--- src/rtl/jue_pkg.sv ---
`default_nettype none

package jue_pkg;

  // input and result payloads
  typedef struct packed {
    logic [7:0] data_byte;
    logic       end_of_buffer;
  } in_item_t;

  typedef struct packed {
    logic [7:0] out_char;
    logic       run_last;
  } out_item_t;

  // how one source byte expands into output characters
  typedef enum logic [1:0] {
    KIND_RAW,   // the byte itself
    KIND_PAIR,  // backslash, then the stored character
    KIND_UHEX   // backslash u 0 0 hi lo
  } kind_e;

  typedef struct packed {
    kind_e      kind;
    logic [7:0] ch;
  } slot_t;

  localparam int unsigned JOB_SLOTS = 4;
  localparam int unsigned SLOT_AW   = $clog2(JOB_SLOTS);

  // everything one accepted byte causes: up to three held bytes plus itself
  typedef struct packed {
    slot_t [JOB_SLOTS-1:0] slots;
    logic  [SLOT_AW-1:0]   last_slot;
  } job_t;

  // queue between front and back, depth a power of two
  localparam int unsigned QUEUE_DEPTH = 2;
  localparam int unsigned QUEUE_AW    = $clog2(QUEUE_DEPTH);

  localparam logic [7:0] CH_BSLASH  = 8'h5C;
  localparam logic [7:0] CH_U       = 8'h75;
  localparam logic [7:0] CH_ZERO    = 8'h30;
  localparam logic [7:0] CH_LOWER_A = 8'h61;

endpackage

`default_nettype wire

--- src/rtl/jue_front.sv ---
`default_nettype none

module jue_front (
  input  wire logic             clk_i,
  input  wire logic             rst_ni,
  input  wire logic             in_valid_i,
  input  wire jue_pkg::in_item_t in_item_i,
  output logic                  in_stall_o,
  output logic                  push_o,
  output jue_pkg::job_t         job_o,
  input  wire logic             full_i
);

  logic [7:0] held_q [3];
  logic [1:0] held_cnt_q, held_cnt_d;
  logic [2:0] exp_len_q, exp_len_d;

  logic        accept;
  logic [7:0]  b;
  logic        eob;
  logic        is_cont;
  logic        complete;
  logic        seq_ok;
  logic [10:0] cp2;
  logic [15:0] cp3;
  logic [20:0] cp4;

  jue_pkg::kind_e fr_kind;
  logic [7:0]     fr_ch;
  logic           fr_hold;
  logic [2:0]     fr_len;

  logic       hold_wr;
  logic [1:0] hold_idx;
  logic [2:0] n_slots;
  jue_pkg::job_t job;

  assign b          = in_item_i.data_byte;
  assign eob        = in_item_i.end_of_buffer;
  assign in_stall_o = full_i;
  assign accept     = in_valid_i && !full_i;
  assign is_cont    = (b[7:6] == 2'b10);
  assign complete   = (({1'b0, held_cnt_q} + 3'd1) == exp_len_q);

  // code point of the sequence closed by this byte
  assign cp2 = {held_q[0][4:0], b[5:0]};
  assign cp3 = {held_q[0][3:0], held_q[1][5:0], b[5:0]};
  assign cp4 = {held_q[0][2:0], held_q[1][5:0], held_q[2][5:0], b[5:0]};

  always_comb begin
    case (exp_len_q)
      3'd2:    seq_ok = (cp2 >= 11'h080);
      3'd3:    seq_ok = (cp3 >= 16'h0800) && !((cp3 >= 16'hD800) && (cp3 <= 16'hDFFF));
      3'd4:    seq_ok = (cp4 >= 21'h010000) && (cp4 <= 21'h10FFFF);
      default: seq_ok = 1'b0;
    endcase
  end

  // byte seen with nothing held
  always_comb begin
    fr_kind = jue_pkg::KIND_UHEX;
    fr_ch   = b;
    fr_hold = 1'b0;
    fr_len  = 3'd0;
    if ((b & 8'hE0) == 8'hC0) begin
      fr_len = 3'd2;
    end else if ((b & 8'hF0) == 8'hE0) begin
      fr_len = 3'd3;
    end else if ((b & 8'hF8) == 8'hF0) begin
      fr_len = 3'd4;
    end
    case (b)
      8'h22:   begin fr_kind = jue_pkg::KIND_PAIR; fr_ch = 8'h22; end
      8'h5C:   begin fr_kind = jue_pkg::KIND_PAIR; fr_ch = 8'h5C; end
      8'h0A:   begin fr_kind = jue_pkg::KIND_PAIR; fr_ch = 8'h6E; end
      8'h0D:   begin fr_kind = jue_pkg::KIND_PAIR; fr_ch = 8'h72; end
      8'h09:   begin fr_kind = jue_pkg::KIND_PAIR; fr_ch = 8'h74; end
      8'h08:   begin fr_kind = jue_pkg::KIND_PAIR; fr_ch = 8'h62; end
      8'h0C:   begin fr_kind = jue_pkg::KIND_PAIR; fr_ch = 8'h66; end
      default: begin
        if (b inside {[8'd32:8'd126]}) begin
          fr_kind = jue_pkg::KIND_RAW;
        end else if (b[7] && (fr_len != 3'd0) && !eob) begin
          fr_hold = 1'b1;
        end
      end
    endcase
  end

  always_comb begin
    job        = '0;
    n_slots    = 3'd0;
    held_cnt_d = held_cnt_q;
    exp_len_d  = exp_len_q;
    hold_wr    = 1'b0;
    hold_idx   = held_cnt_q;
    if ((held_cnt_q != 2'd0) && is_cont) begin
      if (complete || eob || (held_cnt_q == 2'd3)) begin
        // sequence closed: pass as is when valid, else escape every byte
        for (int k = 0; k < 3; k++) begin
          if (2'(k) < held_cnt_q) begin
            job.slots[k].kind = (complete && seq_ok) ? jue_pkg::KIND_RAW
                                                     : jue_pkg::KIND_UHEX;
            job.slots[k].ch   = held_q[k];
          end
        end
        job.slots[held_cnt_q].kind = (complete && seq_ok) ? jue_pkg::KIND_RAW
                                                          : jue_pkg::KIND_UHEX;
        job.slots[held_cnt_q].ch   = b;
        n_slots    = {1'b0, held_cnt_q} + 3'd1;
        held_cnt_d = 2'd0;
        exp_len_d  = 3'd0;
      end else begin
        hold_wr    = 1'b1;
        held_cnt_d = held_cnt_q + 2'd1;
      end
    end else begin
      // broken sequence (if any) escaped, then the byte taken afresh
      for (int k = 0; k < 3; k++) begin
        if (2'(k) < held_cnt_q) begin
          job.slots[k].kind = jue_pkg::KIND_UHEX;
          job.slots[k].ch   = held_q[k];
        end
      end
      if (fr_hold) begin
        hold_wr    = 1'b1;
        hold_idx   = 2'd0;
        held_cnt_d = 2'd1;
        exp_len_d  = fr_len;
        n_slots    = {1'b0, held_cnt_q};
      end else begin
        job.slots[held_cnt_q].kind = fr_kind;
        job.slots[held_cnt_q].ch   = fr_ch;
        n_slots    = {1'b0, held_cnt_q} + 3'd1;
        held_cnt_d = 2'd0;
        exp_len_d  = 3'd0;
      end
    end
    job.last_slot = jue_pkg::SLOT_AW'(n_slots - 3'd1);
  end

  assign job_o  = job;
  assign push_o = accept && (n_slots != 3'd0);

  always_ff @(posedge clk_i or negedge rst_ni) begin
    if (!rst_ni) begin
      held_cnt_q <= 2'd0;
      exp_len_q  <= 3'd0;
    end else if (accept) begin
      held_cnt_q <= held_cnt_d;
      exp_len_q  <= exp_len_d;
    end
  end

  always_ff @(posedge clk_i) begin
    if (accept && hold_wr) begin
      for (int k = 0; k < 3; k++) begin
        if (hold_idx == 2'(k)) begin
          held_q[k] <= b;
        end
      end
    end
  end

  a_held_in_range: assert property (@(posedge clk_i) disable iff (!rst_ni)
    (held_cnt_q != 2'd0) |-> ((exp_len_q >= 3'd2) && (exp_len_q <= 3'd4)
                              && ({1'b0, held_cnt_q} < exp_len_q)))
    else $error("held count out of step with expected length");

  a_no_push_full: assert property (@(posedge clk_i) disable iff (!rst_ni)
    push_o |-> !full_i)
    else $error("push while queue full");

endmodule

`default_nettype wire

--- src/rtl/jue_queue.sv ---
`default_nettype none

module jue_queue (
  input  wire logic          clk_i,
  input  wire logic          rst_ni,
  input  wire logic          push_i,
  input  wire jue_pkg::job_t push_job_i,
  output logic               full_o,
  output logic               head_valid_o,
  output jue_pkg::job_t      head_job_o,
  input  wire logic          pop_i
);

  localparam logic [jue_pkg::QUEUE_AW:0] DepthC = (jue_pkg::QUEUE_AW+1)'(jue_pkg::QUEUE_DEPTH);

  jue_pkg::job_t mem_q [jue_pkg::QUEUE_DEPTH];
  logic [jue_pkg::QUEUE_AW-1:0] wr_ptr_q, rd_ptr_q;
  logic [jue_pkg::QUEUE_AW:0]   cnt_q;

  assign full_o       = (cnt_q == DepthC);
  assign head_valid_o = (cnt_q != '0);
  assign head_job_o   = mem_q[rd_ptr_q];

  always_ff @(posedge clk_i or negedge rst_ni) begin
    if (!rst_ni) begin
      wr_ptr_q <= '0;
      rd_ptr_q <= '0;
      cnt_q    <= '0;
    end else begin
      if (push_i) begin
        wr_ptr_q <= wr_ptr_q + 1'b1;
      end
      if (pop_i) begin
        rd_ptr_q <= rd_ptr_q + 1'b1;
      end
      if (push_i && !pop_i) begin
        cnt_q <= cnt_q + 1'b1;
      end else if (pop_i && !push_i) begin
        cnt_q <= cnt_q - 1'b1;
      end
    end
  end

  always_ff @(posedge clk_i) begin
    if (push_i) begin
      mem_q[wr_ptr_q] <= push_job_i;
    end
  end

  a_no_pop_empty: assert property (@(posedge clk_i) disable iff (!rst_ni)
    pop_i |-> head_valid_o)
    else $error("pop from empty queue");

  a_cnt_bound: assert property (@(posedge clk_i) disable iff (!rst_ni)
    cnt_q <= DepthC)
    else $error("queue count overflow");

endmodule

`default_nettype wire

--- src/rtl/jue_back.sv ---
`default_nettype none

module jue_back (
  input  wire logic          clk_i,
  input  wire logic          rst_ni,
  input  wire logic          src_valid_i,
  input  wire jue_pkg::job_t src_job_i,
  output logic               src_pop_o,
  output logic               out_valid_o,
  input  wire logic          out_stall_i,
  output jue_pkg::out_item_t out_item_o
);

  localparam logic [2:0] UhexLast = 3'd5;

  logic [jue_pkg::SLOT_AW-1:0] slot_q;
  logic [2:0]                  pos_q;
  logic                        out_valid_q;
  jue_pkg::out_item_t          out_item_q;

  jue_pkg::slot_t cur;
  logic [7:0]     ch;
  logic           slot_end;
  logic           job_end;
  logic           load;

  function automatic logic [7:0] hex_char(input logic [3:0] v);
    if (v < 4'd10) begin
      return {4'h0, v} + jue_pkg::CH_ZERO;
    end
    return ({4'h0, v} - 8'd10) + jue_pkg::CH_LOWER_A;
  endfunction

  assign cur = src_job_i.slots[slot_q];

  always_comb begin
    ch       = cur.ch;
    slot_end = 1'b1;
    case (cur.kind)
      jue_pkg::KIND_RAW: begin
        ch       = cur.ch;
        slot_end = 1'b1;
      end
      jue_pkg::KIND_PAIR: begin
        ch       = (pos_q == 3'd0) ? jue_pkg::CH_BSLASH : cur.ch;
        slot_end = (pos_q == 3'd1);
      end
      jue_pkg::KIND_UHEX: begin
        case (pos_q)
          3'd0:    ch = jue_pkg::CH_BSLASH;
          3'd1:    ch = jue_pkg::CH_U;
          3'd2:    ch = jue_pkg::CH_ZERO;
          3'd3:    ch = jue_pkg::CH_ZERO;
          3'd4:    ch = hex_char(cur.ch[7:4]);
          default: ch = hex_char(cur.ch[3:0]);
        endcase
        slot_end = (pos_q == UhexLast);
      end
      default: begin
        ch       = cur.ch;
        slot_end = 1'b1;
      end
    endcase
  end

  assign job_end   = slot_end && (slot_q == src_job_i.last_slot);
  assign load      = src_valid_i && (!out_valid_q || !out_stall_i);
  assign src_pop_o = load && job_end;

  always_ff @(posedge clk_i or negedge rst_ni) begin
    if (!rst_ni) begin
      slot_q      <= '0;
      pos_q       <= 3'd0;
      out_valid_q <= 1'b0;
    end else begin
      if (load) begin
        out_valid_q <= 1'b1;
        if (slot_end) begin
          pos_q  <= 3'd0;
          slot_q <= job_end ? '0 : slot_q + 1'b1;
        end else begin
          pos_q <= pos_q + 3'd1;
        end
      end else if (!out_stall_i) begin
        out_valid_q <= 1'b0;
      end
    end
  end

  always_ff @(posedge clk_i) begin
    if (load) begin
      out_item_q.out_char <= ch;
      out_item_q.run_last <= job_end;
    end
  end

  assign out_valid_o = out_valid_q;
  assign out_item_o  = out_item_q;

  a_mid_job_has_src: assert property (@(posedge clk_i) disable iff (!rst_ni)
    ((pos_q != 3'd0) || (slot_q != '0)) |-> src_valid_i)
    else $error("expansion under way with no job at queue head");

endmodule

`default_nettype wire

--- src/rtl/json_utf8_string_escaper.sv ---
// JSON string escaper with UTF-8 checking. Payload bytes come in one per
// transfer, each with an end-of-buffer mark, and leave as the characters of
// their JSON-string-escaped form, one character per transfer; run_last marks
// the final character that an input byte caused. Quote and backslash get a
// backslash in front, newline, carriage return, tab, backspace and form feed
// become two-character escapes, printable ASCII passes, other control bytes,
// DEL and any bad UTF-8 byte become \u00xx in lower-case hex. A UTF-8 lead
// byte and its continuation bytes are held inside and give no output until
// the sequence closes; then it leaves unchanged if valid, else escaped byte
// by byte. Rate: the input takes one transfer per cycle while the two-entry
// job queue has room; the output side emits one character per cycle unless
// stalled, so a byte gives 1 output character when passed, 2 for a short
// escape, 6 for \u00xx and up to 24 when a held sequence of four bytes is
// escaped. The expander's output character rate sets the sustained rate. A
// byte's job is registered in the queue, then each character at the output.
`default_nettype none

module json_utf8_string_escaper (
  input  wire logic               clk_i,
  input  wire logic               rst_ni,
  // byte input
  input  wire logic               in_valid_i,
  input  wire jue_pkg::in_item_t  in_item_i,
  output logic                    in_stall_o,
  // character output
  output logic                    out_valid_o,
  input  wire logic               out_stall_i,
  output jue_pkg::out_item_t      out_item_o
);

  // front to queue
  logic          push;
  jue_pkg::job_t push_job;
  logic          q_full;

  // queue to back
  logic          head_valid;
  jue_pkg::job_t head_job;
  logic          pop;

  // front: utf-8 tracking and classification of every byte into a job
  jue_front u_front (
    .clk_i      (clk_i),
    .rst_ni     (rst_ni),
    .in_valid_i (in_valid_i),
    .in_item_i  (in_item_i),
    .in_stall_o (in_stall_o),
    .push_o     (push),
    .job_o      (push_job),
    .full_i     (q_full)
  );

  // short queue so the two sides stall on their own
  jue_queue u_queue (
    .clk_i        (clk_i),
    .rst_ni       (rst_ni),
    .push_i       (push),
    .push_job_i   (push_job),
    .full_o       (q_full),
    .head_valid_o (head_valid),
    .head_job_o   (head_job),
    .pop_i        (pop)
  );

  // back: expands a job into characters behind a registered output
  jue_back u_back (
    .clk_i       (clk_i),
    .rst_ni      (rst_ni),
    .src_valid_i (head_valid),
    .src_job_i   (head_job),
    .src_pop_o   (pop),
    .out_valid_o (out_valid_o),
    .out_stall_i (out_stall_i),
    .out_item_o  (out_item_o)
  );

endmodule

`default_nettype wire

--- config.mk ---
export PLATFORM = sky130hd
export DESIGN_NAME = json_utf8_string_escaper
export DESIGN_NICKNAME = d
export VERILOG_FILES = /design/src/rtl/jue_pkg.sv /design/src/rtl/jue_front.sv /design/src/rtl/jue_queue.sv /design/src/rtl/jue_back.sv /design/src/rtl/json_utf8_string_escaper.sv
export SDC_FILE = /design/constraint.sdc
export NUM_CORES = 1
export LEC_CHECK = 0
export BUFFER_PORTS_ARGS = -buffer_cell sky130_fd_sc_hd__buf_4
export CORE_ASPECT_RATIO = 0.6
export CORE_MARGIN = 2
export CORE_UTILIZATION = 60
export CTS_CLUSTER_SIZE = 14
export DETAILED_ROUTE_END_ITERATION = 6
export PLACE_DENSITY_LB_ADDON = 0.1
export SYNTH_ARGS = -nofsm -noshare
export SYNTH_HDL_FRONTEND = slang
export SYNTH_SLANG_ARGS = --single-unit
--- constraint.sdc ---
create_clock -name clk_i -period 9.45 [get_ports clk_i]
set_input_delay 0 -clock clk_i [delete_from_list [all_inputs] [get_ports clk_i]]
set_output_delay 0 -clock clk_i [all_outputs]
set_load 0.02 [all_outputs]
# Word level (Yosys, flattened, before mapping)
# Memories as Yosys holds them, arrays and structs flattened.
# Cells that the tools add are included.
[word_totals]
reg_bits = 24
mem_bits_rw = 108
in_bits = 13
output_inout_bits = 11
elab_cells = 203
n_memories = 2
[mem_list]
columns = ["memory", "depth", "word_bits", "read_ports", "rd_clocked_by_memory_dff", "wr", "line_no", "text"]
rows = [
  ["u_queue.mem_q", 2, 42, 1, 0, 1, "jue_queue.sv:16", "jue_pkg::job_t mem_q [jue_pkg::QUEUE_DEPTH];"],
  ["u_front.held_q", 3, 8, 3, 0, 1, "jue_front.sv:14", "logic [7:0] held_q [3];"],
]
[op_classes]
addsub = 15
order_cmp = 16
eq_ne = 29
mux = 90
reduce_logical = 41
[ops]
columns = ["op", "n"]
rows = [
  ["2-to-1 mux 10 bit", 17],
  ["bitwise mux 40 bit", 4],
  ["2-to-1 mux 40 bit", 3],
  ["2-to-1 mux 8 bit", 8],
  ["one-hot mux 8 bit (7 select lines)", 1],
  ["demux 10 bit (select 2 bit)", 2],
  ["equality test 8 x 4 -> 1 bit, second input constant", 5],
  ["one-hot mux 8 bit (4 select lines)", 1],
  ["2-to-1 mux 3 bit", 10],
  ["2-to-1 mux 1 bit", 28],
  ["2-to-1 mux 2 bit", 12],
  ["greater-or-equal comparator 21 x 17 -> 1 bit, second input constant", 1],
  ["less-or-equal comparator 21 bit, second input constant", 1],
  ["binary-select mux 10 bit (select 2 bit)", 1],
  ["logical AND 1 bit", 17],
  ["adder 8 x 7 -> 8 bit, second input constant", 2],
  ["greater-or-equal comparator 16 x 12 -> 1 bit, second input constant", 1],
  ["greater-or-equal comparator 16 bit, second input constant", 1],
  ["less-or-equal comparator 16 bit, second input constant", 1],
  ["one-hot mux 8 bit (2 select lines)", 1],
  ["OR reduction 8 bit", 2],
  ["adder 4 x 6 -> 7 bit, second input constant", 2],
  ["equality test 3 x 2 -> 1 bit, second input constant", 4],
  ["equality test 3 bit, second input constant", 4],
  ["37 further kinds", 62],
]

# Logic depth before layout (Yosys ltp)
[logic_depth]
word_depth = 19
ltp_mapped = 15
mapped_depth_nobuf = 13

# Modules after synthesis
# A second synthesis with hierarchy kept.
[unflattened]
cells_unflattened = 545
area_unflattened_um2 = 7044.3
[by_module_without_submodules]
columns = ["mod", "instances", "cells_each", "area_per_inst_um2", "seq_area_each_um2"]
rows = [
  ["jue_queue", 1, 147, 3422.0, 2622.5],
  ["jue_front", 1, 238, 2077.0, 845.8],
  ["jue_back", 1, 160, 1545.2, 420.4],
]

# Least setup slack after synthesis
# No wires, ideal clock.
[synth_path]
path_type = "register -> register"
startpoint = "register u_front.held_cnt_q[0]"
endpoint = "memory u_queue.mem_q[0][0] in the netlist's numbering, enable pin"
setup_time_ns = 0.446
arrival_ns = 4.373
required_ns = 9.004
path_slack_ns = 4.631
stages_incl_launch_ff = 11
path_buffers = 0
synth_period_minus_slack_ns = 4.819
path_cell_list = "dfrtp_1 > inv_1 > ha_1 > xor2_1 > nor3_1 > nor3_1 > nor2_1 > a22oi_1 > ha_1 > a21oi_1 > nor2b_1"
[synth_via]
elab_chain_cells = 10
word_cells_on_any_way = 14
cone_classes = "1 x add/sub; 2 x eq/ne; 5 x mux; 6 x reduce/logical"
[synth_rtl]
columns = ["element", "line_no", "text"]
rows = [
  ["start, declared", "jue_front.sv:15", "logic [1:0] held_cnt_q, held_cnt_d;"],
  ["start signal, assigned", "jue_front.sv:150", "held_cnt_q <= held_cnt_d;"],
  ["adder 2 x 1 -> 3 bit", "jue_front.sv:43, jue_front.sv:110, jue_front.sv:134", ""],
  ["equality test 3 bit", "jue_front.sv:43", "assign complete = (({1'b0, held_cnt_q} + 3'd1) == exp_len_q);"],
  ["logical OR 1 bit (2 in a row)", "jue_front.sv:98", "if (complete || eob || (held_cnt_q == 2'd3)) begin"],
  ["2-to-1 mux 3 bit", "jue_front.sv:98", ""],
  ["2-to-1 mux 3 bit (*)", "jue_front.sv:97", "if ((held_cnt_q != 2'd0) && is_cont) begin"],
  ["nonzero test 3 bit (*)", "jue_front.sv:143", "assign push_o = accept && (n_slots != 3'd0);"],
  ["logical AND 1 bit (*)", "jue_front.sv:143", ""],
  ["via push", "json_utf8_string_escaper.sv:32", "logic push;"],
  ["2-to-1 mux 1 bit (*)", "jue_queue.sv:45", "if (push_i) begin"],
  ["2-to-1 mux 1 bit (not written as such) (*)", "jue_queue.sv:46", "mem_q[wr_ptr_q] <= push_job_i;"],
  ["end, declared", "jue_queue.sv:16", ""],
]
# The timed path passes the listed nets; every way through them passes the cells marked *.

# Worst setup path in the final report
[layout_path]
startpoint = "register u_front.held_cnt_q[1]"
endpoint = "memory u_queue.mem_q[1][16] in the netlist's numbering, enable pin"
# Same word-level chain as after synthesis.

==> qor.csv <==
stage,metric,value,unit
placed_design,gp_congestion,0.9513,
sta,finalHoldViolCount,0,
logic_synthesis,synth_fa_ha_area_frac,0.03750,
critical_path,cp_num_cells,10,
job,cap_violations,0,
final_layout,nets,604,
logic_synthesis,syn_inst,539,
routing,drt_first_pass_iters,7,
grt,antenna_found_initial,0,
min_path,hold_path.class,in -> reg,
routing,viasPerCell,6.467,
routing,ant_nets,0,
grt,grt_max_degree,43,
critical_path,cp_slowest_cell,and2_2,
sta,finalCritPeriodShare,0.4835,
grt,grt_pass1_wl,24700,um
sta,worstMarginPinSlew,1015,ps
final_layout,area_delta_synth_final,13.63,%
floorplan,die_w,140.2,um
clock_network,h-tree-depth,4,
logic_synthesis,syn-num-nets,572,
placed_design,port_buffers,23,
grt,grtUsageTotal,0.2791,
grt,grt_pass1_vias,4418,
routing,vias,4676,
routing,drt_first_iter_violations,627,
power,vdd_drop_max,224.9,uV
logic_synthesis,synth_compound_area_frac,0.1187,
clock_network,clk_pin_slew_worst_paths,60,ps
clock_network,cts_max_path_buffers,2,
floorplan,start_util,0.6235,
status,outcome,finished clean,
critical_path,rr_worst_depth,10,
floorplan,die_h,85.70,um
clock_network,cts_tree,built,
sta,rsz0062_at_grt,no,
clock_network,clk-insertion-delay-late,410,ps
sta,report.final.slew_viol_count,0,
sta,min_period,4570,ps
critical_path,cpPeakStageDelay,870,ps
final_layout,mostFrequentLayoutCells,"edfxtp_1, nand2_1, nor2_1",
logic_synthesis,synth-simple-area-share,0.1164,
floorplan,die_area,12010,sq um
sta,fin_worst_skew,8.027,ps
final_layout,drive_above_1_share,0.1455,
clock_network,clock-sinks,132,
logic_synthesis,synth.avg_cell_area,12.38,sq um
power,power_density,332.6,nW/um^2
clock_network,cts-resized-gates,0,
critical_path,crit_path_end_kind,flip-flop,
min_path,whs_path_depth,4,
floorplan,rows,29,
critical_path,crit_buf_inv,1,
final_layout,fin_cells,723,
placed_design,dpl.hpwl,10890,um
logic_synthesis,synth.area.mux_share,0.08849,
sta,max_clock_freq,0.2188,GHz
critical_path,critPathTopFamily,simple AND/OR/NAND/NOR gates,
clock_network,post_cts_buffers,0,
placed_design,place_inst,680,
logic_synthesis,seq_area_frac_synth,0.5827,
sta,setup_tns,0,ps
clock_network,cts_inserted_buffers,17,
logic_synthesis,ys_ff_latch,132,
clock_network,clockRootBuffer,clkbuf_16,
final_layout,antennaDiodeCount,0,
final_layout,layout_commonest_cell,edfxtp_1,
logic_synthesis,synth_ff_type,edfxtp_1,
logic_synthesis,synth_top_family_by_area,compound AO/OA/AOI/OAI gates,
critical_path,criticalPathCategory,reg -> reg,
logic_synthesis,synth_xor_area_frac,0.02100,
floorplan,core_area,10700,sq um
logic_synthesis,synth_edf_count,117,
critical_path,critical_path.max_fanout,42,
logic_synthesis,syn-cell-area,6674,sq um
critical_path,crit_required,9480,ps
critical_path,worstPathCellList,inv_1 -> ha_1 -> xor2_1 -> nor3_1 -> nor3_1 -> nor2_1 -> a22oi_1 -> ha_1 -> a21oi_1 -> and2_2,
critical_path,startpoint_type,flip-flop,
logic_synthesis,async_reset_ff_frac,0.1136,
routing,post-route-drc-count,0,
floorplan,ios,24,
logic_synthesis,synth_cell_types,58,
grt,grt_overflow,0,
critical_path,arrival,4600,ps
routing,post_drt_wl_per_cell,21.65,um
routing,drt_wl_total,15650,um
logic_synthesis,yosysWarningCount,0,
sta,setup_viol,0,
sta,max_slew_margin,0.3232,
power,leakage,2.734,nW
-- cell families after synthesis --
family | after synthesis
simple gates | 162
fa+ha+maj | 20
buf+inv | 48
mux | 36
compound gates | 125
xor+xnor | 16
flops | 132
-- metrics by stage --
step	instance area, sq um	hold slack (ps)	worst slack [ps]	power, W	utilization
after floorplan	6674	-295.6	4631	0.001646	-
after detailed placement	6918	-129.1	5008	0.001896	0.6463
final	7584	64.16	4880	0.002522	0.7085
after global routing	7584	84.52	4591	0.002666	0.7085
after CTS	7584	57.14	4960	0.002513	0.7085
after global placement	6918	-132.0	5148	0.001857	0.6463
-- worst min-delay path: cells and delay by family --
kind                      cells  cell delay, ps
and+or+nand+nor               1              80
buffers and inverters         1             110
AOI/OAI and AO/OA             1              90
xor gates and xnor gates      1             150
-- synthesized netlist by cell type (all sizes together) (2+ instances only) --
cell type	count	area share
a211oi	2	0.0022
a21boi	3	0.0034
a21oi	23	0.017
a22o	3	0.0039
a22oi	5	0.0064
a311oi	2	0.0026
a31oi	8	0.0075
a32oi	6	0.0079
and2	6	0.0056
and3	4	0.0037
buf	15	0.017
clkbuf	12	0.0067
dfrtp	15	0.056
edfxtp	117	0.53
ha	20	0.037
inv	20	0.011
mux2	4	0.0067
mux2i	14	0.021
mux4	18	0.061
nand2	47	0.026
nand2b	9	0.0084
nand3	12	0.0090
nand3b	2	0.0022
nand4	2	0.0019
nor2	45	0.025
nor2b	11	0.010
nor3	7	0.0052
nor3b	3	0.0034
nor4	3	0.0028
o211ai	3	0.0034
o21ai	41	0.031
o22ai	13	0.012
o31a	2	0.0026
o31ai	3	0.0034
o41ai	3	0.0039
or3	4	0.0037
or4	4	0.0045
xnor2	5	0.0066
xor2	11	0.014
-- final timing paths --
path,start,to,slack (ps)
max,u_front.held_cnt_q[1],u_queue.mem_q[1][16],4880
min reg2reg,u_back.out_valid_o,u_back.out_valid_o,490
min in group asynchronous,rst_ni,u_back.pos_q[1],730
max in group asynchronous,rst_ni,u_queue.wr_ptr_q,8240
max reg2reg,u_front.held_cnt_q[1],u_queue.mem_q[1][16],4880
min,in_valid_i,u_queue.wr_ptr_q,60
-- per-layer routing --
metal  global-route usage  vias up  share of wire
li1                     -     2125              -
met1               0.4177     2273           0.45
met2               0.3944      255           0.43
met3              0.08822       23           0.11
met4              0.08632        0          0.015
met5                    0        -              0
-- area by class of cell --
type	instances	area, sq um
Clock buffer	24	503.0
Clock inverter	8	52.55
Fill cell	746	3120
Inverter	21	78.83
Multi-Input combinational cell	359	2559
Sequential cell	132	3889
Tap cell	139	173.9
Timing Repair Buffer	40	327.8
-- what timing repair did --
item	CTS	global route
hold endpoints to repair	42	0
hold buffers	11	0
setup endpoints to repair	0	0
-- flip-flops by register name, summed over array words and instances, names as in the netlist --
name and cells:
u_back.out_item_o 9, u_queue.rd_ptr_q 1, u_front.held_cnt_q 2, u_back.pos_q 3, u_queue.wr_ptr_q 1, u_front.exp_len_q 3
u_queue.mem_q 84, u_queue.cnt_q 2, u_back.slot_q 2, u_back.out_valid_o 1, u_front.held_q 24
-- power by group --
group / switching, W / internal, W / total, W
combinational: 0.000620 / 0.000408 / 0.00103
clock: 0.000239 / 0.000371 / 0.000610
sequential: 0.0000671 / 0.000816 / 0.000883
Power figures use the tool's default switching activity.
